## config.mk

```make
export PLATFORM = sky130hd
export DESIGN_NAME = mlp_two_input_sigmoid_inference_flat
export DESIGN_NICKNAME = d
export VERILOG_FILES = /design/src/rtl/mtsi_pkg.sv /design/src/rtl/mtsi_if.sv /design/src/rtl/mlp_two_input_sigmoid_inference.sv /design/src/rtl/mtsi_cell.sv /design/src/rtl/mtsi_datapath.sv /design/src/flat_wrapper.sv
export SDC_FILE = /design/constraint.sdc
export NUM_CORES = 2
export LEC_CHECK = 0
export BUFFER_PORTS_ARGS = -buffer_cell sky130_fd_sc_hd__buf_2
export CAP_MARGIN = 40
export CORE_MARGIN = 2
export CORE_UTILIZATION = 60
export CTS_CLUSTER_DIAMETER = 50
export DETAILED_ROUTE_END_ITERATION = 10
export PLACE_DENSITY = 0.76
export SLEW_MARGIN = 10
export SYNTH_ARGS = -nofsm -noshare
export SYNTH_HDL_FRONTEND = slang
export SYNTH_SLANG_ARGS = --single-unit
```

## constraint.sdc

```tcl
create_clock -name clk_i -period 8.1 [get_ports clk_i]
set_clock_uncertainty 0.15 [all_clocks]
set_input_delay 1.215 -clock clk_i [delete_from_list [all_inputs] [get_ports clk_i]]
set_output_delay 1.215 -clock clk_i [all_outputs]
set_load 0.1 [all_outputs]
```

## src/rtl/mtsi_pkg.sv

```systemverilog
// ----------------------------------------------------------------------------
// mtsi_pkg
// Shared types, constants and the sigmoid table of the two-input perceptron.
// ----------------------------------------------------------------------------
package mtsi_pkg;

  localparam int NEURONS_DEF  = 8;
  localparam int DATA_W       = 16;
  localparam int IDX_W        = 5;
  localparam int EST_W        = 24;
  localparam int SIG_W        = 13;   // unsigned Q1.12, 0..4096
  localparam int TAB_DEPTH    = 256;
  localparam int ONE_Q12      = 4096;
  localparam logic [63:0] EXP_STEP_Q32 = 64'd4162825044;  // exp(-1/32) in Q32

  typedef enum logic [1:0] {
    ST_IDLE,
    ST_ISSUE,
    ST_DRAIN,
    ST_FINISH
  } state_e;

  // Weights of one hidden neuron, as they travel along the cell chain
  typedef struct packed {
    logic signed [DATA_W-1:0] w_first;
    logic signed [DATA_W-1:0] w_second;
    logic signed [DATA_W-1:0] bias;
    logic signed [DATA_W-1:0] w_out;
  } weight_set_t;

  // Chain control: rotate or take one weight write
  typedef struct packed {
    logic                     shift;
    logic                     wr_en;
    logic [IDX_W-1:0]         wr_idx;
    logic signed [DATA_W-1:0] wr_val;
  } cell_ctrl_t;

  // Datapath control
  typedef struct packed {
    logic issue;
    logic last;
    logic clear;
  } dp_ctrl_t;

  typedef logic [TAB_DEPTH-1:0][SIG_W-1:0] sig_tab_t;

  // Builds the table at elaboration: upper half by rounded division with a
  // shift-subtract loop, lower half mirrored around one.
  function automatic sig_tab_t build_sig_table();
    sig_tab_t     tab;
    logic [63:0]  p;
    logic [63:0]  den;
    logic [63:0]  rem;
    logic [127:0] prod;
    logic [SIG_W-1:0] s;
    p = EXP_STEP_Q32;
    for (int k = 0; k < TAB_DEPTH / 2; k++) begin
      den = 64'h1_0000_0000 + p;
      rem = (64'd1 << 44) + (den >> 1);
      s   = '0;
      for (int b = SIG_W - 1; b >= 0; b--) begin
        if (rem >= (den << b)) begin
          rem  = rem - (den << b);
          s[b] = 1'b1;
        end
      end
      tab[TAB_DEPTH/2 + k]     = s;
      tab[TAB_DEPTH/2 - 1 - k] = SIG_W'(ONE_Q12) - s;
      prod = {64'd0, p} * {64'd0, EXP_STEP_Q32} + 128'd2147483648;
      p    = prod[95:32];
      prod = {64'd0, p} * {64'd0, EXP_STEP_Q32} + 128'd2147483648;
      p    = prod[95:32];
    end
    return tab;
  endfunction

  localparam sig_tab_t SIG_TABLE = build_sig_table();

endpackage

```

## src/rtl/mtsi_if.sv

```systemverilog
// ----------------------------------------------------------------------------
// mtsi_if
// Valid/ready channels: input item and result beat.
// ----------------------------------------------------------------------------
interface mtsi_in_if
  import mtsi_pkg::*;
();
  logic                     valid;
  logic                     ready;
  logic                     mode;
  logic signed [DATA_W-1:0] x_first;
  logic signed [DATA_W-1:0] x_second;
  logic [IDX_W-1:0]         weight_index;
  logic signed [DATA_W-1:0] weight_value;

  modport source (output valid, mode, x_first, x_second, weight_index, weight_value,
                  input ready);
  modport sink   (input valid, mode, x_first, x_second, weight_index, weight_value,
                  output ready);
endinterface

interface mtsi_out_if
  import mtsi_pkg::*;
();
  logic                    valid;
  logic                    ready;
  logic signed [EST_W-1:0] estimate;

  modport source (output valid, estimate, input ready);
  modport sink   (input valid, estimate, output ready);
endinterface

```

## src/rtl/mlp_two_input_sigmoid_inference.sv

```systemverilog
// ----------------------------------------------------------------------------
// mlp_two_input_sigmoid_inference
// Load item: written into its weight cell on accept, no result; loads may arrive
// back to back. Compute item: the ring of weight cells rotates once per neuron
// into one shared MAC/sigmoid pipe, and the result beat is registered once the
// last neuron has drained; the next item is taken only after that result is
// loaded, later while the previous result beat still waits for ready.
// Async active-low reset clears control only; weights are undefined until loaded.
// ----------------------------------------------------------------------------
module mlp_two_input_sigmoid_inference
  import mtsi_pkg::*;
#(
  parameter int NEURONS = NEURONS_DEF
) (
  input logic        clk_i,
  input logic        rst_ni,
  mtsi_in_if.sink    in_i,
  mtsi_out_if.source out_o
);

  localparam int CNT_W = (NEURONS > 1) ? $clog2(NEURONS) : 1;

  state_e state_q, state_d;
  logic [CNT_W-1:0] cnt_q, cnt_d;

  logic                     accept;
  logic                     run_acc;
  logic signed [DATA_W-1:0] x_first_q, x_second_q;

  logic                     out_valid_q, out_valid_d;
  logic signed [EST_W-1:0]  est_q;
  logic                     load_out;

  cell_ctrl_t  cell_ctrl;
  dp_ctrl_t    dp_ctrl;
  weight_set_t ring [NEURONS];
  logic                     dp_done;
  logic signed [EST_W-1:0]  dp_est;

  // Items are taken only while the pipe is empty; result sits in its own register
  assign in_i.ready = (state_q == ST_IDLE);
  assign accept     = in_i.valid & in_i.ready;
  assign run_acc    = accept & ~in_i.mode;

  // Weight ring: cell n shifts from cell n+1, last cell wraps from cell 0.
  // After NEURONS shifts every set is back in its home cell.
  assign cell_ctrl.shift  = (state_q == ST_ISSUE);
  assign cell_ctrl.wr_en  = accept & in_i.mode;
  assign cell_ctrl.wr_idx = in_i.weight_index;
  assign cell_ctrl.wr_val = in_i.weight_value;

  for (genvar n = 0; n < NEURONS; n++) begin : g_cell
    mtsi_cell #(
      .NEURONS  (NEURONS),
      .CELL_IDX (n)
    ) u_cell (
      .clk_i  (clk_i),
      .ctrl_i (cell_ctrl),
      .nb_i   (ring[(n + 1) % NEURONS]),
      .w_o    (ring[n])
    );
  end

  // Cell 0 feeds the shared pipe each issue cycle
  assign dp_ctrl.issue = (state_q == ST_ISSUE);
  assign dp_ctrl.last  = (cnt_q == CNT_W'(NEURONS - 1));
  assign dp_ctrl.clear = run_acc;

  mtsi_datapath #(
    .NEURONS (NEURONS)
  ) u_datapath (
    .clk_i      (clk_i),
    .rst_ni     (rst_ni),
    .ctrl_i     (dp_ctrl),
    .x_first_i  (x_first_q),
    .x_second_i (x_second_q),
    .w_i        (ring[0]),
    .done_o     (dp_done),
    .estimate_o (dp_est)
  );

  always_ff @(posedge clk_i or negedge rst_ni) begin
    if (!rst_ni) begin
      state_q     <= ST_IDLE;
      cnt_q       <= '0;
      out_valid_q <= 1'b0;
    end else begin
      state_q     <= state_d;
      cnt_q       <= cnt_d;
      out_valid_q <= out_valid_d;
    end
  end

  always_ff @(posedge clk_i) begin
    if (run_acc) begin
      x_first_q  <= in_i.x_first;
      x_second_q <= in_i.x_second;
    end
    if (load_out) begin
      est_q <= dp_est;
    end
  end

  always_comb begin
    state_d  = state_q;
    cnt_d    = cnt_q;
    load_out = 1'b0;
    case (state_q)
      ST_IDLE: begin
        cnt_d = '0;
        if (run_acc) state_d = ST_ISSUE;
      end
      ST_ISSUE: begin
        if (cnt_q == CNT_W'(NEURONS - 1)) begin
          state_d = ST_DRAIN;
          cnt_d   = '0;
        end else begin
          cnt_d = cnt_q + CNT_W'(1);
        end
      end
      ST_DRAIN: begin
        if (dp_done) state_d = ST_FINISH;
      end
      ST_FINISH: begin
        // wait for the previous result beat to leave
        if (!out_valid_q || out_o.ready) begin
          load_out = 1'b1;
          state_d  = ST_IDLE;
        end
      end
      default: begin
        state_d = ST_IDLE;
      end
    endcase
  end

  always_comb begin
    out_valid_d = out_valid_q;
    if (out_valid_q && out_o.ready) out_valid_d = 1'b0;
    if (load_out)                   out_valid_d = 1'b1;
  end

  assign out_o.valid    = out_valid_q;
  assign out_o.estimate = est_q;

  // A compute beat starts the issue phase
  a_run_starts: assert property (@(posedge clk_i) disable iff (!rst_ni)
    run_acc |=> state_q == ST_ISSUE)
    else $error("compute beat did not start issue");

  // A load beat leaves the pipe idle
  a_load_idle: assert property (@(posedge clk_i) disable iff (!rst_ni)
    (accept && in_i.mode) |=> state_q == ST_IDLE)
    else $error("load beat left idle");

  // Last neuron reaches the accumulator only while draining
  a_done_drain: assert property (@(posedge clk_i) disable iff (!rst_ni)
    dp_done |-> state_q == ST_DRAIN)
    else $error("accumulator finished outside drain");

  // Issue counter never runs past the last neuron
  a_cnt_range: assert property (@(posedge clk_i) disable iff (!rst_ni)
    state_q == ST_ISSUE |-> cnt_q <= CNT_W'(NEURONS - 1))
    else $error("issue counter overrun");

  // A new result appears only out of the finish step
  a_out_origin: assert property (@(posedge clk_i) disable iff (!rst_ni)
    $rose(out_o.valid) |-> $past(state_q) == ST_FINISH)
    else $error("result beat without finish");

endmodule

```

## src/rtl/mtsi_cell.sv

```systemverilog
// ----------------------------------------------------------------------------
// mtsi_cell
// One link of the weight ring: holds one neuron's four weights.
// ----------------------------------------------------------------------------
module mtsi_cell
  import mtsi_pkg::*;
#(
  parameter int NEURONS  = NEURONS_DEF,
  parameter int CELL_IDX = 0
) (
  input  logic        clk_i,
  input  cell_ctrl_t  ctrl_i,
  input  weight_set_t nb_i,
  output weight_set_t w_o
);

  localparam int SLOT_W = 8;

  weight_set_t w_q;
  logic [SLOT_W-1:0] slot;

  assign slot = {{(SLOT_W-IDX_W){1'b0}}, ctrl_i.wr_idx};

  // Writes only land while the ring sits at home, so this cell owns neuron CELL_IDX
  always_ff @(posedge clk_i) begin
    if (ctrl_i.shift) begin
      w_q <= nb_i;
    end else if (ctrl_i.wr_en) begin
      if (slot == SLOT_W'(CELL_IDX))             w_q.w_first  <= ctrl_i.wr_val;
      if (slot == SLOT_W'(NEURONS + CELL_IDX))   w_q.w_second <= ctrl_i.wr_val;
      if (slot == SLOT_W'(2*NEURONS + CELL_IDX)) w_q.bias     <= ctrl_i.wr_val;
      if (slot == SLOT_W'(3*NEURONS + CELL_IDX)) w_q.w_out    <= ctrl_i.wr_val;
    end
  end

  assign w_o = w_q;

endmodule

```

## src/rtl/mtsi_datapath.sv

```systemverilog
// ----------------------------------------------------------------------------
// mtsi_datapath
// Shared neuron pipeline: products, hidden sum, sigmoid, output MAC.
// ----------------------------------------------------------------------------
module mtsi_datapath
  import mtsi_pkg::*;
#(
  parameter int NEURONS = NEURONS_DEF
) (
  input  logic                     clk_i,
  input  logic                     rst_ni,
  input  dp_ctrl_t                 ctrl_i,
  input  logic signed [DATA_W-1:0] x_first_i,
  input  logic signed [DATA_W-1:0] x_second_i,
  input  weight_set_t              w_i,
  output logic                     done_o,
  output logic signed [EST_W-1:0]  estimate_o
);

  localparam int PROD_W = 2 * DATA_W;                 // 32
  localparam int SUM_W  = PROD_W + 2;                 // 34, exact Q.24
  localparam int HI_W   = SUM_W - 20;                 // sum in steps of 1/16, the table bin
  localparam int OUT_W  = SIG_W + 1 + DATA_W;         // 30
  localparam int ACC_W  = OUT_W + $clog2(NEURONS) + 1;
  localparam int EXT_W  = 48;

  // stage 1
  logic                     v1_q, l1_q;
  logic signed [PROD_W-1:0] p0_q, p1_q;
  logic signed [DATA_W-1:0] bias1_q, wout1_q;
  // stage 2
  logic                     v2_q, l2_q;
  logic signed [SUM_W-1:0]  sum_q;
  logic signed [DATA_W-1:0] wout2_q;
  // stage 3
  logic                     v3_q, l3_q;
  logic [SIG_W-1:0]         sig_q;
  logic signed [DATA_W-1:0] wout3_q;
  // stage 4
  logic                     v4_q, l4_q;
  logic signed [OUT_W-1:0]  prod_q;
  // accumulator
  logic signed [ACC_W-1:0]  acc_q;
  logic                     done_q;

  logic signed [SUM_W-1:0]  sum_d;
  logic signed [HI_W-1:0]   sum_hi;
  logic [SIG_W-1:0]         sig_d;
  logic signed [EXT_W-1:0]  rnd;
  logic signed [EXT_W-1:0]  est_full;

  assign sum_d = SUM_W'(p0_q) + SUM_W'(p1_q) + (SUM_W'(bias1_q) <<< 12);
  assign sum_hi = sum_q[SUM_W-1:20];

  // Table covers [-8,8); outside it the sigmoid saturates
  always_comb begin
    if (sum_hi < -HI_W'(128)) begin
      sig_d = '0;
    end else if (sum_hi > HI_W'(127)) begin
      sig_d = SIG_W'(ONE_Q12);
    end else begin
      sig_d = SIG_TABLE[{~sum_hi[7], sum_hi[6:0]}];
    end
  end

  always_ff @(posedge clk_i or negedge rst_ni) begin
    if (!rst_ni) begin
      v1_q   <= 1'b0;
      v2_q   <= 1'b0;
      v3_q   <= 1'b0;
      v4_q   <= 1'b0;
      l1_q   <= 1'b0;
      l2_q   <= 1'b0;
      l3_q   <= 1'b0;
      l4_q   <= 1'b0;
      done_q <= 1'b0;
    end else begin
      v1_q   <= ctrl_i.issue;
      l1_q   <= ctrl_i.issue & ctrl_i.last;
      v2_q   <= v1_q;
      l2_q   <= l1_q;
      v3_q   <= v2_q;
      l3_q   <= l2_q;
      v4_q   <= v3_q;
      l4_q   <= l3_q;
      done_q <= v4_q & l4_q;
    end
  end

  always_ff @(posedge clk_i) begin
    p0_q    <= x_first_i * w_i.w_first;
    p1_q    <= x_second_i * w_i.w_second;
    bias1_q <= w_i.bias;
    wout1_q <= w_i.w_out;
    sum_q   <= sum_d;
    wout2_q <= wout1_q;
    sig_q   <= sig_d;
    wout3_q <= wout2_q;
    prod_q  <= $signed({1'b0, sig_q}) * wout3_q;
    if (ctrl_i.clear) begin
      acc_q <= '0;
    end else if (v4_q) begin
      acc_q <= acc_q + ACC_W'(prod_q);
    end
  end

  // Round half up to Q12.12, then saturate
  assign rnd      = EXT_W'(acc_q) + EXT_W'(2048);
  assign est_full = rnd >>> 12;

  always_comb begin
    if (est_full > EXT_W'(8388607)) begin
      estimate_o = EST_W'(8388607);
    end else if (est_full < -EXT_W'(8388608)) begin
      estimate_o = EST_W'(-8388608);
    end else begin
      estimate_o = est_full[EST_W-1:0];
    end
  end

  assign done_o = done_q;

endmodule

```

## src/flat_wrapper.sv

```systemverilog
// flat-port wrapper written by rule: the top's interface ports become plain ports
module mlp_two_input_sigmoid_inference_flat import mtsi_pkg::*;
#(
  parameter int NEURONS = NEURONS_DEF
)
  (clk_i, rst_ni, in_i_valid, in_i_mode, in_i_x_first, in_i_x_second, in_i_weight_index, in_i_weight_value, in_i_ready, out_o_valid, out_o_estimate, out_o_ready);
  mtsi_in_if in_i_i ();
  mtsi_out_if out_o_i ();
  input logic clk_i;
  input logic rst_ni;
  input wire logic [$bits(in_i_i.valid)-1:0] in_i_valid;
  input wire logic [$bits(in_i_i.mode)-1:0] in_i_mode;
  input wire logic [$bits(in_i_i.x_first)-1:0] in_i_x_first;
  input wire logic [$bits(in_i_i.x_second)-1:0] in_i_x_second;
  input wire logic [$bits(in_i_i.weight_index)-1:0] in_i_weight_index;
  input wire logic [$bits(in_i_i.weight_value)-1:0] in_i_weight_value;
  output wire logic [$bits(in_i_i.ready)-1:0] in_i_ready;
  output wire logic [$bits(out_o_i.valid)-1:0] out_o_valid;
  output wire logic [$bits(out_o_i.estimate)-1:0] out_o_estimate;
  input wire logic [$bits(out_o_i.ready)-1:0] out_o_ready;
  assign in_i_i.valid = in_i_valid;
  assign in_i_i.mode = in_i_mode;
  assign in_i_i.x_first = in_i_x_first;
  assign in_i_i.x_second = in_i_x_second;
  assign in_i_i.weight_index = in_i_weight_index;
  assign in_i_i.weight_value = in_i_weight_value;
  assign in_i_ready = in_i_i.ready;
  assign out_o_valid = out_o_i.valid;
  assign out_o_estimate = out_o_i.estimate;
  assign out_o_i.ready = out_o_ready;
  mlp_two_input_sigmoid_inference #(.NEURONS(NEURONS)) u_core (.clk_i(clk_i), .rst_ni(rst_ni), .in_i(in_i_i), .out_o(out_o_i));
endmodule
```

Yosys cells after proc, flatten, opt, wreduce, memory -nomap -nowiden
Memory sizes are Yosys's and may differ from the RTL's.
Cells that the tools add are included.
Widths: inputs -> output; s select.

cells by class
  equal/unequal tests = 39
  $lt $le $gt $ge = 5
  muxes and demuxes = 62
  reduce and logical (&&, ||, !) cells = 74
  add/subtract/negate cells = 5
  multiply operators = 3
  bitwise logic cells = 7

operator list
  cell                    number
  $mux 64                 16
  $mux 16                 32
  $eq 5x5->1 const B      16
  $reduce_bool 2->1       35
  $mul 16x16->32          2
  $reduce_and 2->1        32
  $eq 5x4->1 const B      8
  $add 34x13->35 const B  1
  $add 33x28->34          1
  $add 34x30->34          1
  $add 32x32->33          1
  $mul 14x16->30          1
  $mux 13                 2
  $gt 23x24->1 const B    1
  $lt 23x24->1 const B    1
  $mux 24                 1
  $eq 5x3->1 const B      4
  $gt 14x8->1 const B     1
  $lt 14x8->1 const B     1
  $eq 5x2->1 const B      2
  $lt 8x9->1 const B      1
  $logic_not 8->1         1
  $mux 2                  4
  $pmux 2 s4              1
  18 further kinds        29

word-level totals
  memories = 1
  output and inout port bits = 26
  bits of input ports = 58
  bits in read-only memories = 3328
  flip-flop bits (word level) = 822

memories
  name             words  width  rd ports  clocked after Yosys merged registers in  write ports  RTL line             RTL
  (no name shown)  256    13     1         0                                        0            mtsi_datapath.sv:62  sig_d = SIG_TABLE[{~sum_hi[7], sum_hi[6:0]}];

Depth between registers and ports, before layout
  depth in word-level cells = 5
  mapped depth = 25
  gate-level depth less buffers = 24

Cells and area by module
From an unflattened synthesis, not the netlist that was laid out.

second synthesis, totals
  cell total of the unflattened synthesis = 6165
  area total of the unflattened synthesis = 62865.3 µm²

modules (own cells, without submodules)
  module                                   cells an instance  area an instance (µm²)  times used  sequential area each (µm²)
  mtsi_datapath                            4277               38838.5                 1           4609.4
  mtsi_cell (u_core.g_cell[5].u_cell ...)  226                2802.7                  2           1921.8
  mtsi_cell (u_core.g_cell[0].u_cell)      224                2802.7                  1           1921.8
  mtsi_cell (u_core.g_cell[3].u_cell)      226                2777.7                  1           1921.8
  mtsi_cell (u_core.g_cell[4].u_cell)      225                2751.4                  1           1921.8
  mtsi_cell (u_core.g_cell[2].u_cell)      224                2740.1                  1           1921.8
  mtsi_cell (u_core.g_cell[1].u_cell)      224                2666.3                  1           1921.8
  mtsi_cell (u_core.g_cell[7].u_cell)      225                2637.5                  1           1921.8
  mlp_two_input_sigmoid_inference          88                 2045.7                  1           1831.8

Worst setup path before layout
No wires, ideal clock.

  path kind = reg-to-reg
  start = reg u_core.g_cell[0].u_cell.w_q (netlist bit u_core.g_cell[0].u_cell.w_o[50])
  end = reg u_core.u_datapath.p0_q[29]
  slack = 1.903 ns
  data arrival time = 5.920 ns
  setup time = 0.127 ns
  stages on the path, launching flop included = 22
  path buffers = 1
  data required time = 7.823 ns
  period minus slack after synthesis = 6.197 ns
  cells stage by stage = edfxtp_1 > clkbuf_1 > nand2_1 > fa_1 > inv_1 > fa_1 > inv_1 > fa_1 > inv_1 > fa_1 > fa_1 > inv_1 > fa_1 > inv_1 > ha_1 > a211o_1 > or3_1 > o32ai_1 > a21oi_1 > a41oi_1 > a21oi_1 > xor2_1

on the way
  cells in the longest elaborated chain, start to end = 1

RTL lines
  element                 RTL line             RTL
  from (decl)             mtsi_cell.sv:19      weight_set_t w_q;
  from (signal assigned)  mtsi_cell.sv:27      w_q <= nb_i;
  $mul 16x16->32          mtsi_datapath.sv:91  p0_q <= x_first_i * w_i.w_first;
  to (signal assigned)    mtsi_datapath.sv:91
  to (decl)               mtsi_datapath.sv:29  logic signed [PROD_W-1:0] p0_q, p1_q;

No other way between the ends.
A chain may end at the register's enable or synchronous reset.

Worst setup path after layout
  start = reg u_core.g_cell[0].u_cell.w_q (netlist bit u_core.g_cell[0].u_cell.w_o[50])
  end = reg u_core.u_datapath.p0_q[30]

The elaborated chain is that of the path after synthesis.

==> results.cfg <==
[run_status]
outcome = complete, no violations

[synth]
yosysTopAreaCell = edfxtp_1
syn-num-nets = 7270
synthArstFlopShare_pct = 1.87
ys_warn_count = 0
syn_inst = 6125
synth-edff-count = 568
synth_seq_cells = 802
synth.yosys.seq_area_share_pct = 35.7
avgSynthCellArea_sq_um = 9.98
syn_area_sq_um = 61200
synth_commonest_cells = 1,492 x nand2_1, 889 x inv_1, 747 x fa_1, 568 x edfxtp_1, 360 x and2_1
yosysMostFrequentCell = nand2_1
synth_flop_cell = edfxtp_1
yosysTopAreaCellShare_pct = 27.9
ys_top_cells_by_area = edfxtp_1 28%, fa_1 24%, nand2_1 9.2%
ys_types = 83

[worst_setup_path]
worstPathCellList = nand2_1, fa_1, inv_1, fa_1, fa_1, fa_1, fa_1, inv_1, fa_1, inv_1, ha_1, a21o_1, a21o_1, a211oi_1, o211ai_1, o211ai_1, a21oi_1, a211oi_1, a21oi_1, xor2_1
cp_max_fo = 17
crit_top_cell = fa_1
critPathKind = flop to flop
critPathRequiredTime_ns = 8.48
critPathLaunchType = flop
crit_path_end_kind = flop
critPathSlowestCell = edfxtp_1
slowest_delay_ns = 0.71
worstPathArrival_ns = 7.15

[place]
port_buffers = 83
dpl_cell_area_sq_um = 62600
place.gp.congestion = 0.919
dpl.hpwl_microns = 104000

[job]
maxCapViolations = 0

[cts]
postCtsHoldBufs = 0
clk_pin_slew_ns = 0.06
cts_tree = yes
cts_made_buffers = 89
cts_setup_buffers = 0
cts_buffer_depth = 3
root_buffer = clkbuf_16
cts_sinks = 802
htreeDepth = 3
clkLatencyLatePin_ns = 0.69
ctsResizeCount = 0

[detailed_routing]
routed_wl_microns = 141000
drtIter0Drc = 3717
drc = 0
wl_per_cell_microns = 18.8
vias = 42400
drt_pass1_iterations = 8
final_antenna_net_count = 0
vias_per_cell = 5.64

[pwr]
ir_drop_uv = 194
p_per_area_nw_per_um2 = 132
p_leak_nw = 29.5

[sta]
post-route-min-period_ns = 6.77
setup_violations = 0
rsz0062_at_grt = no
fin_setup_tns_ns = 0
max_freq_ghz = 0.148
hold_viol = 0
final_max_slew_viol_count = 0
relSlewSlack_pct = 33.5
period_share_pct = 83.6
worst_pin_slew_ns = 0.997

[global_route]
grt_pass1_vias = 43500
gr-usage-all-layers_pct = 28.0
grt_pass1_wl_microns = 229000
overflow = 0
grt_antenna_before_repair = 2
grt_max_degree = 216

[cells_and_area]
final_area_sq_um = 65600
syn2layout_area_growth_pct = 7.35
final_layout_size_suffix_gt1_share_pct = 5.21
fin_util_pct = 64.7
nets = 7208
diodes = 0

[die]
die_area_sq_um = 104000
die_h_microns = 323
core_sq_um = 101000
ios = 84
rows = 117
die_x_microns = 323
start_util_pct = 60.3

[hold_path]
min_path_type = flop to flop
-- layout by cell type (no fill, tap or decap), types with 12 or more instances in the layout --
cell       netlist  routed
nor2_1         158     158
buf_2            1      83
dfrtp_1         15      15
clkbuf_1       260      12
buf_4            0      38
nand3_1         48      48
a31o_2          14      14
o21a_1          16      16
a21o_1          91      91
inv_1          889     889
and2_1         360     360
nand2b_1        52      52
xor2_1          35      35
or2_2           13      13
o211ai_1        16      16
a211oi_1        34      34
xnor2_1        118     118
a31oi_1         19      19
clkinv_2         0      15
o21bai_1        18      18
or3_1           12      12
mux2i_1         24      24
fa_1           747     747
o21ai_0        113     113
dfxtp_1        219     216
and3_1          27      27
clkbuf_16        0      91
nor3_1          42      42
nand2_1       1492    1492
ha_1           340     339
nor2b_1         27      27
edfxtp_1       568     568
a21oi_1        179     179
-- flip-flops by register name (all words and copies together) (netlist names), 24 cells and up --
signal	cells
u_core.g_cell.u_cell.w_o	512
u_core.out_o.estimate	24
u_core.u_datapath.acc_q	34
u_core.u_datapath.p0_q	32
u_core.u_datapath.p1_q	32
u_core.u_datapath.prod_q	30
-- logic make-up (layout without fill, tap and decap cells) --
group / Yosys count / count (layout) / synth area share (%)
compound gates: 614 / 614 / 6.58
xor+xnor: 153 / 153 / 2.19
fa+ha+maj: 1087 / 1087 / 31.4
buf+inv: 1169 / 1182 / 7.18
flops: 802 / 802 / 35.7
mux: 34 / 34 / 0.651
simple gates: 2266 / 2266 / 16.3
-- metal layers --
layer / GRT usage (%) / up-vias / wire, microns
met3: 3.88 / 307 / 10100
met2: 47.0 / 1630 / 69400
li1: - / 19300 / -
met4: 10.9 / 2 / 5350
met5: 0 / - / 12
met1: 37.2 / 21100 / 56500
-- final cells by class --
type	count	area [sq um]
clock buffers	110	2420
inverters	892	3350
repair buffers	124	763
well taps	1368	1710
flip-flops and latches	802	21800
fillers	7904	35800
clock inverters	56	623
multi-input cells	4154	35000
-- final timing paths --
check	from	to	slack, ns	cells after the start
worst max-delay path	u_core.g_cell[0].u_cell.w_o[50]$_DFFE_PP_	u_core.u_datapath.p0_q[30]$_DFF_P_	1.33	20
worst min register to register	u_core.u_datapath.wout1_q[1]$_DFF_P_	u_core.u_datapath.wout2_q[1]$_DFF_P_	0.17	0
min in group asynchronous	rst_ni	u_core.u_datapath.done_o$_DFF_PN0_	0.28	1
worst max register to register	u_core.g_cell[0].u_cell.w_o[50]$_DFFE_PP_	u_core.u_datapath.p0_q[30]$_DFF_P_	1.33	20
worst min-delay path	u_core.u_datapath.wout1_q[1]$_DFF_P_	u_core.u_datapath.wout2_q[1]$_DFF_P_	0.17	0
max in group asynchronous	rst_ni	u_core.u_datapath.v1_q$_DFF_PN0_	7.24	1
-- worst max-delay path, delay by kind of cell, from the launching register on --
family	cells	cell delay, ns
xor gates and xnor gates	1	0.17
DFF	1	0.71
and+or+nand+nor	1	0.23
adders and majority gates	7	3.35
AOI/OAI and AO/OA	8	1.69
buffers and inverters	3	0.35
-- through the flow --
step / power [W] / instances / setup slack [ns] / hold slack (ns)
finish: 0.00863 / 7506 / 1.33 / 0.166
global route: 0.00888 / 7506 / 0.969 / 0.173
CTS: 0.00869 / 7506 / 1.32 / 0.172
detailed placement: 0.00461 / 7340 / 1.34 / 0.162
global placement: 0.00460 / 7338 / 1.51 / 0.161
floorplan: 0.00454 / 6125 / 1.90 / 0.160
-- power by group --
| part | switching [W] | internal, W | leakage, nW |
|---|---|---|---|
| combinational | 0.000107 | 0.0000371 | 20.9 |
| sequential | 0.0000000000000000000113 | 0.00438 | 7.10 |
| clock | 0.00177 | 0.00234 | 1.49 |
| total | 0.00188 | 0.00676 | 29.5 |
No activity file was read; power rests on OpenSTA's default activity.
